File: config.mk
export PLATFORM = sky130hd
export DESIGN_NAME = bitmap_slab_allocator_top
export DESIGN_NICKNAME = d
export VERILOG_FILES = /design/src/design/bsa_pkg.sv /design/src/design/bsa_lsb_enc.sv /design/src/design/bitmap_slab_allocator_top.sv
export VERILOG_INCLUDE_DIRS = /design/src /design/src/design
export SDC_FILE = /design/constraint.sdc
export NUM_CORES = 2
export LEC_CHECK = 0
export BUFFER_PORTS_ARGS = -buffer_cell sky130_fd_sc_hd__clkbuf_2
export CORE_MARGIN = 2
export CORE_UTILIZATION = 48
export CTS_BUF_LIST = sky130_fd_sc_hd__clkbuf_8
export DETAILED_ROUTE_END_ITERATION = 6
export GPL_TIMING_DRIVEN = 0
export PLACE_DENSITY = 0.66
export SLEW_MARGIN = 20
export SYNTH_ARGS = -nofsm -noshare
export SYNTH_HDL_FRONTEND = slang
export SYNTH_SLANG_ARGS = --single-unit
File: constraint.sdc
create_clock -name clk -period 7.1 [get_ports clk]
set_clock_uncertainty 0.2 [all_clocks]
set_input_delay 0.71 -clock clk [delete_from_list [all_inputs] [get_ports clk]]
set_output_delay 0.71 -clock clk [all_outputs]
set_load 0.005 [all_outputs]
File: src/design/bitmap_slab_allocator_top_assert.svh
// ---------------------------------------------------------------------------
// Assertion macros for the bitmap slab allocator
// Clocked property checks, compiled out when ASSERT_OFF is defined.
// ---------------------------------------------------------------------------
`ifndef BITMAP_SLAB_ALLOCATOR_TOP_ASSERT_SVH
`define BITMAP_SLAB_ALLOCATOR_TOP_ASSERT_SVH
`ifndef ASSERT_OFF
`define BSA_ASSERT(lbl, clk, rst_n, prop, msg) \
    lbl: assert property (@(posedge clk) disable iff (!rst_n) (prop)) else $error(msg);
`define BSA_ASSERT_IMPL(lbl, clk, rst_n, ante, cons, msg) \
    lbl: assert property (@(posedge clk) disable iff (!rst_n) (ante) |-> (cons)) else $error(msg);
`else
`define BSA_ASSERT(lbl, clk, rst_n, prop, msg)
`define BSA_ASSERT_IMPL(lbl, clk, rst_n, ante, cons, msg)
`endif
`endif

File: src/design/bsa_pkg.sv
// ---------------------------------------------------------------------------
// bsa_pkg
// Shared types and codes of the bitmap slab allocator.
// ---------------------------------------------------------------------------
package bsa_pkg;

    localparam int DEF_SLAB_SLOTS = 16;
    localparam int UNITS_PER_SLAB = 64;
    localparam int LSB_IDX_W      = 8;

    localparam logic [UNITS_PER_SLAB-1:0] ALL_FREE = '1;

    localparam logic FUNC_ALLOC = 1'b0;
    localparam logic FUNC_FREE  = 1'b1;

    localparam logic [1:0] STAT_OK          = 2'd0;
    localparam logic [1:0] STAT_NO_SLOT     = 2'd1;
    localparam logic [1:0] STAT_NOT_LIVE    = 2'd2;
    localparam logic [1:0] STAT_DOUBLE_FREE = 2'd3;

    typedef enum logic {
        ST_IDLE,
        ST_EXEC
    } state_t;

    typedef struct packed {
        logic                 found;
        logic [LSB_IDX_W-1:0] idx;
    } lsb_res_t;

endpackage

File: src/design/bsa_lsb_enc.sv
// ---------------------------------------------------------------------------
// bsa_lsb_enc
// Lowest set bit finder, two levels: byte select, then bit within byte.
// ---------------------------------------------------------------------------
module bsa_lsb_enc
    import bsa_pkg::*;
#(
    parameter int W = UNITS_PER_SLAB
)
(
    input  logic [W-1:0] vec,
    output lsb_res_t     res
);

    localparam int G     = (W + 7) / 8;
    localparam int GRP_W = (G > 1) ? $clog2(G) : 1;
    localparam int IDX_W = $clog2(G * 8);

    logic [G*8-1:0]   pad;
    logic [G-1:0]     grp_nz;
    logic [GRP_W-1:0] grp_sel;
    logic [7:0]       byte_v;
    logic [2:0]       bit_sel;

    assign pad = (G * 8)'(vec);

    always_comb
    begin
        for (int g = 0; g < G; g++)
        begin
            grp_nz[g] = |pad[g*8 +: 8];
        end
        grp_sel = '0;
        for (int g = G - 1; g >= 0; g--)
        begin
            if (grp_nz[g])
            begin
                grp_sel = GRP_W'(g);
            end
        end
        byte_v  = pad[grp_sel*8 +: 8];
        bit_sel = '0;
        for (int b = 7; b >= 0; b--)
        begin
            if (byte_v[b])
            begin
                bit_sel = 3'(b);
            end
        end
    end

    assign res.found = |grp_nz;
    assign res.idx   = LSB_IDX_W'(IDX_W'({grp_sel, bit_sel}));

endmodule

File: src/design/bitmap_slab_allocator_top.sv
// ---------------------------------------------------------------------------
// bitmap_slab_allocator_top
// Slab pool with 64-unit free bitmaps and work/full slab lists.
// ---------------------------------------------------------------------------
// Usage:
//   Requests arrive on the s_ side. s_tuser is the operation (0 allocate,
//   1 free); s_tdata carries the slab and unit to free (ignored on allocate).
//   Each request yields exactly one response beat on the m_ side with the
//   status, the granted slab/unit, a release flag and the live and reserved
//   slab counts after the request.
//   Timing: a beat is taken in IDLE, which also issues the registered bitmap
//   read; EXEC then applies the read-modify-write and loads the output
//   register, which raises m_tvalid. A new request is taken only after the
//   previous one has left EXEC. The next request can be taken while a
//   response still waits downstream; a request only holds in the execute
//   cycle if the output register is still full.
//   Reset: slot 0 is live and alone on the work list, every bitmap is all
//   free (per-entry valid bits, no clearing pass), the keep limit is 1.
//   cfg_we/cfg_wdata write the keep limit; write only while idle.
// ---------------------------------------------------------------------------
module bitmap_slab_allocator_top
    import bsa_pkg::*;
#(
    parameter int SLAB_SLOTS = DEF_SLAB_SLOTS
)
(
    input  logic        clk,
    input  logic        rst_n,
    input  logic        cfg_we,
    input  logic [4:0]  cfg_wdata,     // keep limit for fully free slabs
    input  logic        s_tvalid,
    output logic        s_tready,
    input  logic [15:0] s_tdata,       // [3:0] slab_index, [9:4] unit_index, rest zero
    input  logic        s_tuser,       // [0] func
    output logic        m_tvalid,
    input  logic        m_tready,
    output logic [23:0] m_tdata        // [1:0] status, [5:2] granted_slab,
                                       // [11:6] granted_unit, [12] slab_released,
                                       // [17:13] live_slabs, [22:18] empty_slabs
);

    `include "bitmap_slab_allocator_top_assert.svh"

    localparam int SLOT_W = $clog2(SLAB_SLOTS);
    localparam int CNT_W  = $clog2(SLAB_SLOTS + 1);

    // control state
    state_t              state_reg, state_next;
    logic                exec_go;
    logic                accept;
    logic [4:0]          limit_reg;

    // request capture
    logic                func_reg;
    logic [3:0]          slab_reg;
    logic [5:0]          unit_reg;

    // bitmap memory, read data registered
    logic [UNITS_PER_SLAB-1:0] map_mem [SLAB_SLOTS];
    logic [SLAB_SLOTS-1:0]     map_vld_reg;
    logic [UNITS_PER_SLAB-1:0] rd_data_reg;
    logic                      rd_vld_reg;
    logic [SLOT_W-1:0]         rd_addr;
    logic [UNITS_PER_SLAB-1:0] cur_map;

    // slab lists
    logic [SLOT_W-1:0]     next_reg [SLAB_SLOTS];
    logic [SLOT_W-1:0]     prev_reg [SLAB_SLOTS];
    logic [SLOT_W-1:0]     next_n   [SLAB_SLOTS];
    logic [SLOT_W-1:0]     prev_n   [SLAB_SLOTS];
    logic [SLAB_SLOTS-1:0] live_reg, live_n;
    logic [SLOT_W-1:0]     work_head_reg, work_head_next;
    logic                  work_pres_reg, work_pres_next;
    logic [SLOT_W-1:0]     full_head_reg, full_head_next;
    logic                  full_pres_reg, full_pres_next;
    logic [CNT_W-1:0]      live_cnt_reg, live_cnt_next;
    logic [CNT_W-1:0]      empty_cnt_reg, empty_cnt_next;

    // execute results
    logic [UNITS_PER_SLAB-1:0] alloc_map;
    logic [UNITS_PER_SLAB-1:0] wr_data;
    logic                      wr_en;
    logic [SLOT_W-1:0]         tgt;
    lsb_res_t                  unit_res;
    lsb_res_t                  slot_res;
    logic [1:0]                status;
    logic [3:0]                g_slab;
    logic [5:0]                g_unit;
    logic                      released;

    logic        m_tvalid_reg;
    logic [23:0] m_tdata_reg;

    // ---------------- sequencer ----------------
    always_comb
    begin
        state_next = state_reg;
        case (state_reg)
            ST_IDLE:
            begin
                if (s_tvalid)
                begin
                    state_next = ST_EXEC;
                end
            end
            ST_EXEC:
            begin
                if (exec_go)
                begin
                    state_next = ST_IDLE;
                end
            end
            default: state_next = ST_IDLE;
        endcase
    end

    always_comb
    begin
        s_tready = 1'b0;
        exec_go  = 1'b0;
        case (state_reg)
            ST_IDLE: s_tready = 1'b1;
            ST_EXEC: exec_go  = !m_tvalid_reg || m_tready;
            default:
            begin
                s_tready = 1'b0;
                exec_go  = 1'b0;
            end
        endcase
    end

    assign accept = s_tvalid && s_tready;

    always_ff @(posedge clk or negedge rst_n)
    begin
        if (!rst_n)
        begin
            state_reg <= ST_IDLE;
            limit_reg <= 5'd1;
        end
        else
        begin
            state_reg <= state_next;
            if (cfg_we)
            begin
                limit_reg <= cfg_wdata;
            end
        end
    end

    always_ff @(posedge clk)
    begin
        if (accept)
        begin
            func_reg <= s_tuser;
            slab_reg <= s_tdata[3:0];
            unit_reg <= s_tdata[9:4];
        end
    end

    // ---------------- bitmap memory ----------------
    // Free reads the addressed slab; allocate reads the work head.
    assign rd_addr = (s_tuser == FUNC_FREE) ? SLOT_W'(s_tdata[3:0]) : work_head_reg;

    always_ff @(posedge clk)
    begin
        if (exec_go && wr_en)
        begin
            map_mem[tgt] <= wr_data;
        end
        if (accept)
        begin
            rd_data_reg <= map_mem[rd_addr];
        end
    end

    // never-written entries read as all free
    always_ff @(posedge clk or negedge rst_n)
    begin
        if (!rst_n)
        begin
            map_vld_reg <= '0;
            rd_vld_reg  <= 1'b0;
        end
        else
        begin
            if (exec_go && wr_en)
            begin
                map_vld_reg[tgt] <= 1'b1;
            end
            if (accept)
            begin
                rd_vld_reg <= map_vld_reg[rd_addr];
            end
        end
    end

    assign cur_map   = rd_vld_reg ? rd_data_reg : ALL_FREE;
    assign alloc_map = work_pres_reg ? cur_map : ALL_FREE;

    bsa_lsb_enc #(.W(UNITS_PER_SLAB)) u_unit_enc
    (
        .vec (alloc_map),
        .res (unit_res)
    );

    bsa_lsb_enc #(.W(SLAB_SLOTS)) u_slot_enc
    (
        .vec (~live_reg),
        .res (slot_res)
    );

    // ---------------- execute: modify and list update ----------------
    always_comb
    begin
        logic              do_rem;
        logic              rem_full;
        logic              do_ins;
        logic              ins_full;
        logic [SLOT_W-1:0] nx;
        logic [SLOT_W-1:0] pv;
        logic [SLOT_W-1:0] hd;
        logic              pres;
        logic [UNITS_PER_SLAB-1:0] bit_m;
        logic [4:0]        limit;

        do_rem   = 1'b0;
        rem_full = 1'b0;
        do_ins   = 1'b0;
        ins_full = 1'b0;
        nx       = '0;
        pv       = '0;
        hd       = '0;
        pres     = 1'b0;
        bit_m    = UNITS_PER_SLAB'(1) << unit_reg;
        limit    = (limit_reg == 5'd0) ? 5'd1 : limit_reg;

        next_n         = next_reg;
        prev_n         = prev_reg;
        live_n         = live_reg;
        work_head_next = work_head_reg;
        work_pres_next = work_pres_reg;
        full_head_next = full_head_reg;
        full_pres_next = full_pres_reg;
        live_cnt_next  = live_cnt_reg;
        empty_cnt_next = empty_cnt_reg;
        status         = STAT_OK;
        g_slab         = '0;
        g_unit         = '0;
        released       = 1'b0;
        wr_en          = 1'b0;
        wr_data        = cur_map;
        tgt            = SLOT_W'(slab_reg);

        if (func_reg == FUNC_ALLOC)
        begin
            if (!work_pres_reg)
            begin
                if (!slot_res.found)
                begin
                    status = STAT_NO_SLOT;
                end
                else
                begin
                    // open the lowest unused slot as the only work slab
                    tgt           = slot_res.idx[SLOT_W-1:0];
                    live_n[tgt]   = 1'b1;
                    live_cnt_next = live_cnt_reg + 1'b1;
                    do_ins        = 1'b1;
                end
            end
            else
            begin
                tgt = work_head_reg;
                if (cur_map == '0)
                begin
                    status = STAT_NO_SLOT;
                end
                else if (cur_map == ALL_FREE && empty_cnt_reg != '0)
                begin
                    empty_cnt_next = empty_cnt_reg - 1'b1;
                end
            end
            if (status == STAT_OK)
            begin
                wr_en   = 1'b1;
                wr_data = alloc_map & ~(UNITS_PER_SLAB'(1) << unit_res.idx[5:0]);
                g_slab  = 4'(tgt);
                g_unit  = unit_res.idx[5:0];
            end
        end
        else
        begin
            if (32'(slab_reg) >= SLAB_SLOTS || !live_reg[tgt])
            begin
                status = STAT_NOT_LIVE;
            end
            else if ((cur_map & bit_m) != '0)
            begin
                status = STAT_DOUBLE_FREE;
            end
            else
            begin
                wr_en   = 1'b1;
                wr_data = cur_map | bit_m;
            end
        end

        // placement changes after the bitmap update
        if (status == STAT_OK)
        begin
            if (func_reg == FUNC_ALLOC)
            begin
                if (wr_data == '0)
                begin
                    // open-new already inserted into the empty work list
                    if (do_ins)
                    begin
                        next_n[tgt]    = tgt;
                        prev_n[tgt]    = tgt;
                        work_pres_next = 1'b1;
                        work_head_next = tgt;
                    end
                    do_rem   = 1'b1;
                    rem_full = 1'b0;
                    do_ins   = 1'b1;
                    ins_full = 1'b1;
                end
            end
            else if (cur_map == '0)
            begin
                do_rem   = 1'b1;
                rem_full = 1'b1;
                do_ins   = 1'b1;
                ins_full = 1'b0;
            end
            else if (wr_data == ALL_FREE)
            begin
                empty_cnt_next = empty_cnt_reg + 1'b1;
                if (32'(empty_cnt_next) > 32'(limit))
                begin
                    do_rem      = 1'b1;
                    rem_full    = 1'b0;
                    live_n[tgt] = 1'b0;
                    if (live_cnt_reg != '0)
                    begin
                        live_cnt_next = live_cnt_reg - 1'b1;
                    end
                    empty_cnt_next = empty_cnt_reg;
                    released       = 1'b1;
                end
            end
        end

        if (do_rem)
        begin
            if (next_n[tgt] == tgt)
            begin
                if (rem_full)
                begin
                    full_pres_next = 1'b0;
                end
                else
                begin
                    work_pres_next = 1'b0;
                end
            end
            else
            begin
                nx         = next_n[tgt];
                pv         = prev_n[tgt];
                next_n[pv] = nx;
                prev_n[nx] = pv;
                if (rem_full)
                begin
                    if (full_head_next == tgt)
                    begin
                        full_head_next = nx;
                    end
                end
                else if (work_head_next == tgt)
                begin
                    work_head_next = nx;
                end
            end
        end

        if (do_ins)
        begin
            pres = ins_full ? full_pres_next : work_pres_next;
            hd   = ins_full ? full_head_next : work_head_next;
            if (pres)
            begin
                pv          = prev_n[hd];
                next_n[tgt] = hd;
                prev_n[tgt] = pv;
                prev_n[hd]  = tgt;
                next_n[pv]  = tgt;
            end
            else
            begin
                next_n[tgt] = tgt;
                prev_n[tgt] = tgt;
            end
            if (ins_full)
            begin
                full_pres_next = 1'b1;
                full_head_next = tgt;
            end
            else
            begin
                work_pres_next = 1'b1;
                work_head_next = tgt;
            end
        end
    end

    always_ff @(posedge clk or negedge rst_n)
    begin
        if (!rst_n)
        begin
            for (int i = 0; i < SLAB_SLOTS; i++)
            begin
                next_reg[i] <= '0;
                prev_reg[i] <= '0;
            end
            live_reg      <= SLAB_SLOTS'(1);
            work_head_reg <= '0;
            work_pres_reg <= 1'b1;
            full_head_reg <= '0;
            full_pres_reg <= 1'b0;
            live_cnt_reg  <= CNT_W'(1);
            empty_cnt_reg <= CNT_W'(1);
        end
        else if (exec_go)
        begin
            next_reg      <= next_n;
            prev_reg      <= prev_n;
            live_reg      <= live_n;
            work_head_reg <= work_head_next;
            work_pres_reg <= work_pres_next;
            full_head_reg <= full_head_next;
            full_pres_reg <= full_pres_next;
            live_cnt_reg  <= live_cnt_next;
            empty_cnt_reg <= empty_cnt_next;
        end
    end

    // ---------------- output register ----------------
    always_ff @(posedge clk or negedge rst_n)
    begin
        if (!rst_n)
        begin
            m_tvalid_reg <= 1'b0;
        end
        else if (exec_go)
        begin
            m_tvalid_reg <= 1'b1;
        end
        else if (m_tready)
        begin
            m_tvalid_reg <= 1'b0;
        end
    end

    always_ff @(posedge clk)
    begin
        if (exec_go)
        begin
            m_tdata_reg <= {1'b0, 5'(empty_cnt_next), 5'(live_cnt_next), released,
                            g_unit, g_slab, status};
        end
    end

    assign m_tvalid = m_tvalid_reg;
    assign m_tdata  = m_tdata_reg;

    // ---------------- checks ----------------
    `BSA_ASSERT(a_live_count, clk, rst_n, $countones(live_reg) == 32'(live_cnt_reg),
                "live count disagrees with live slots")
    `BSA_ASSERT(a_empty_le_live, clk, rst_n, empty_cnt_reg <= live_cnt_reg,
                "reserved count exceeds live count")
    `BSA_ASSERT_IMPL(a_work_live, clk, rst_n, work_pres_reg, live_reg[work_head_reg],
                     "work head is not a live slot")
    `BSA_ASSERT_IMPL(a_full_live, clk, rst_n, full_pres_reg, live_reg[full_head_reg],
                     "full head is not a live slot")
    `BSA_ASSERT_IMPL(a_resp_after_exec, clk, rst_n, $rose(m_tvalid_reg),
                     $past(state_reg == ST_EXEC), "response beat without execute cycle")

endmodule
==> key figures <==
Run status
  – Status: finished, violations left
  – Failing checks: DRC, setup timing

Floorplanning
  – IO Count: 53
  – Horiz. Die Dim: 369 µm
  – Overall die height: 369 µm
  – Number of placement rows: 134
  – Initial Utilization: 48.2%
  – Core area: 0.133 mm²
  – Die area: 0.136 mm²

Clock network
  – Inserted Clock Buffers: 211
  – Clock Latency Late Sink: 0.98 ns
  – Clk buf depth: 3
  – Htree depth: 4
  – Clock Pin Slew Worst Setup and Hold Paths: 0.06 ns
  – CTS tree: built
  – CTS Sinks: 1310
  – Clock root cell: clkbuf_8

Cells and area
  – Util after Layout: 61.0%
  – Area Overhead vs Synth: 26.6%
  – Cell area after layout: 0.0811 mm²
  – Most frequent cells in the layout: edfxtp_1 (1122), nand2_1 (593), buf_4 (343)
  – Final #Nets: 5821
  – Max reg flops: 1024
  – Share of post-route cells with drive strength above 1: 31.9%
  – Top reg by flops: map_mem
  – Most common cell after layout, fill and taps aside: edfxtp_1
  – Fill cells: 10300
  – Cell Count, Final, Fillers Out: 7734

Critical path
  – Worst-path fanout max: 10
  – Crit. End Element: flop
  – Slowest-stage cell, CP: nor2_1
  – Critical Path Start Type: flop
  – CP Data Arrival Time: 9.22 ns
  – Reg-to-Reg Start: work_pres_reg
  – Critical path type: flop to flop
  – Worst Setup SP: work_pres_reg
  – CP most frequent cell: buf_4
  – Crit path largest cell delay: 0.95 ns
  – Required time worst endpoint: 7.75 ns

Place
  – Placed cell area: 0.0689 mm²
  – DP HPWL: 200000 µm
  – Place WS: -5.41 ns
  – Placed insts: 6890
  – # port buffers: 44
  – Gpl congestion: 1.12

Hold path
  – Type of the most critical hold path: primary input to async pin

Synth
  – Syn_nets: 5016
  – Yosys reg bits: 1310
  – Mapped Area: 0.0640 mm²
  – Ys async rst share: 14.4%
  – Yosys warns: 0
  – Top post-synthesis cells by area: edfxtp_1 (53%), mux4_2 (9.3%), dfrtp_1 (7.2%)
  – Synth Flop Type: edfxtp_1
  – Synthesized area per cell: 12.9 µm²
  – Biggest area consumer among synthesized cells: edfxtp_1
  – Post-synth EDFFs: 1122
  – Cell variety after synth: 108
  – Cells after synthesis: 4980
  – Synth top area share: 52.6%
  – Register area share after synthesis: 60.0%

Timing
  – Fin crit period: 8.57 ns
  – Final hold violations: 0
  – Hold Slack: 0.141 ns
  – RSZ-0062 raised after global routing: yes
  – Max transition margin: 9.45%
  – Slew @ Worst Pin: 1.36 ns
  – Fmax: 117 MHz
  – Period utilization: 121%
  – Final Max Slew Viols: 0
  – Final WS setup: -1.47 ns
  – Final setup violation count: 168

Drt
  – DRC viols: 157
  – Vias per Instance: 6.97
  – Avg WL per Cell: 37.4 µm
  – TritonRoute pass-1 iters: 7
  – Initial DRC Count: 8609
  – Vias: 53900
  – Total Wirelength: 289000 µm
  – Post-route antenna net violation count: 0

Pwr
  – Worst VDD drop: 0.000383 V
  – Pwr dens: 432 mW/mm²
  – Lkg Pwr: 0.0275 µW

Global routing
  – Initial antenna violation count: 20
  – Vias in the first global route: 50800
  – Total Routing Usage GR: 41.6%
  – Largest net degree at the start of global routing: 80
  – Global-route wire length before repair: 394000 µm
  – Grt ovf: 0

Job
  – Max Cap Viol: 0
==> worst max-delay path, delay by kind of cell, from the launching register on <==
| kind | cells | cell delay [ns] |
|---|---|---|
| flops | 1 | 0.61 |
| compound gates | 6 | 1.55 |
| xor+xnor | 1 | 0.17 |
| buf+inv | 11 | 2.74 |
| simple gates | 8 | 2.65 |
| mux | 2 | 0.50 |
==> cell usage after synthesis (24+ instances only) <==
cell type / instances
buf_1: 40
or2_2: 28
nand2_1: 620
a21oi_1: 235
inv_1: 45
nand3_1: 123
mux2_2: 32
nor3_1: 85
and2_1: 87
and3_1: 39
o22a_1: 24
nand4_1: 63
nor4_1: 54
a31oi_1: 135
dfrtp_1: 183
o21ai_0: 259
buf_2: 32
nor2b_1: 35
mux2i_1: 175
o211ai_1: 53
a22oi_1: 36
a211oi_1: 100
o22ai_1: 59
nor2_1: 294
nand2b_1: 28
mux4_2: 265
edfxtp_1: 1122
clkbuf_1: 262
==> final cells by class <==
cell class | instances | area [µm²] | area share (%)
flip-flops and latches | 1310 | 38400 | 47.4
clock inverters | 163 | 1110 | 1.37
clock buffers | 224 | 3080 | 3.80
well taps | 1768 | 2210 | 2.73
plain buffers | 340 | 2060 | 2.54
diodes | 7 | 17.5 | 0.0216
repair buffers | 608 | 6480 | 7.99
multi-input cells | 3265 | 27500 | 33.9
inverters | 49 | 191 | 0.236
==> power by group <==
part	switching (µW)	internal, µW	total [µW]	leakage, µW
registers	687	9820	10500	0.0121
logic	11700	6230	18000	0.0130
clock network	3200	3330	6530	0.00238
total	15600	19400	35000	0.0275
==> what timing repair did <==
item,in CTS,in global routing
gates resized for setup,665,395
endpoints found under the hold margin,80,0
buffers inserted,280,150
cloned,6,4
hold buffers,29,0
pin swaps,210,173
setup endpoints to repair,883,397
==> metal layers <==
metal / GRT usage [%] / routed length [µm]
met2: 57.8 / 118000
met5: 0 / 152
met3: 17.6 / 42800
met1: 54.7 / 106000
met4: 23.4 / 21900
==> per-stage QoR <==
step	power [µW]	setup TNS, ns
after global placement	23300	-6879.05
final	35000	-158.58
after detailed placement	23500	-960.03
after CTS	33000	-131.79
after floorplan	17500	-6.31
after global routing	35500	-153.94
==> worst paths after layout <==
kind	cells after the start	slack [ns]	to
worst max register to register	28	-1.47	next_reg[16]
worst min-delay path	2	0.14	limit_reg[4]
max in group asynchronous	4	5.22	live_reg[0]
worst min register to register	1	0.26	map_vld_reg[9]
min in group clk	2	0.25	unit_reg[4]
worst max-delay path	28	-1.47	next_reg[16]
==> kinds of logic (layout without fill, tap and decap cells) <==
| family | after synthesis | in the layout | synth area share, % |
|---|---|---|---|
| simple gates | 1584 | 1584 | 12.3 |
| flops | 1310 | 1310 | 60.0 |
| compound gates | 1173 | 1173 | 12.0 |
| mux | 474 | 474 | 12.7 |
| buf+inv | 405 | 1384 | 2.61 |
| xor+xnor | 24 | 24 | 0.328 |
| fa+ha+maj | 9 | 9 | 0.176 |
| other cells | 1 | 8 | 0.00586 |
Note: power is estimated with default switching activity, not from simulation.
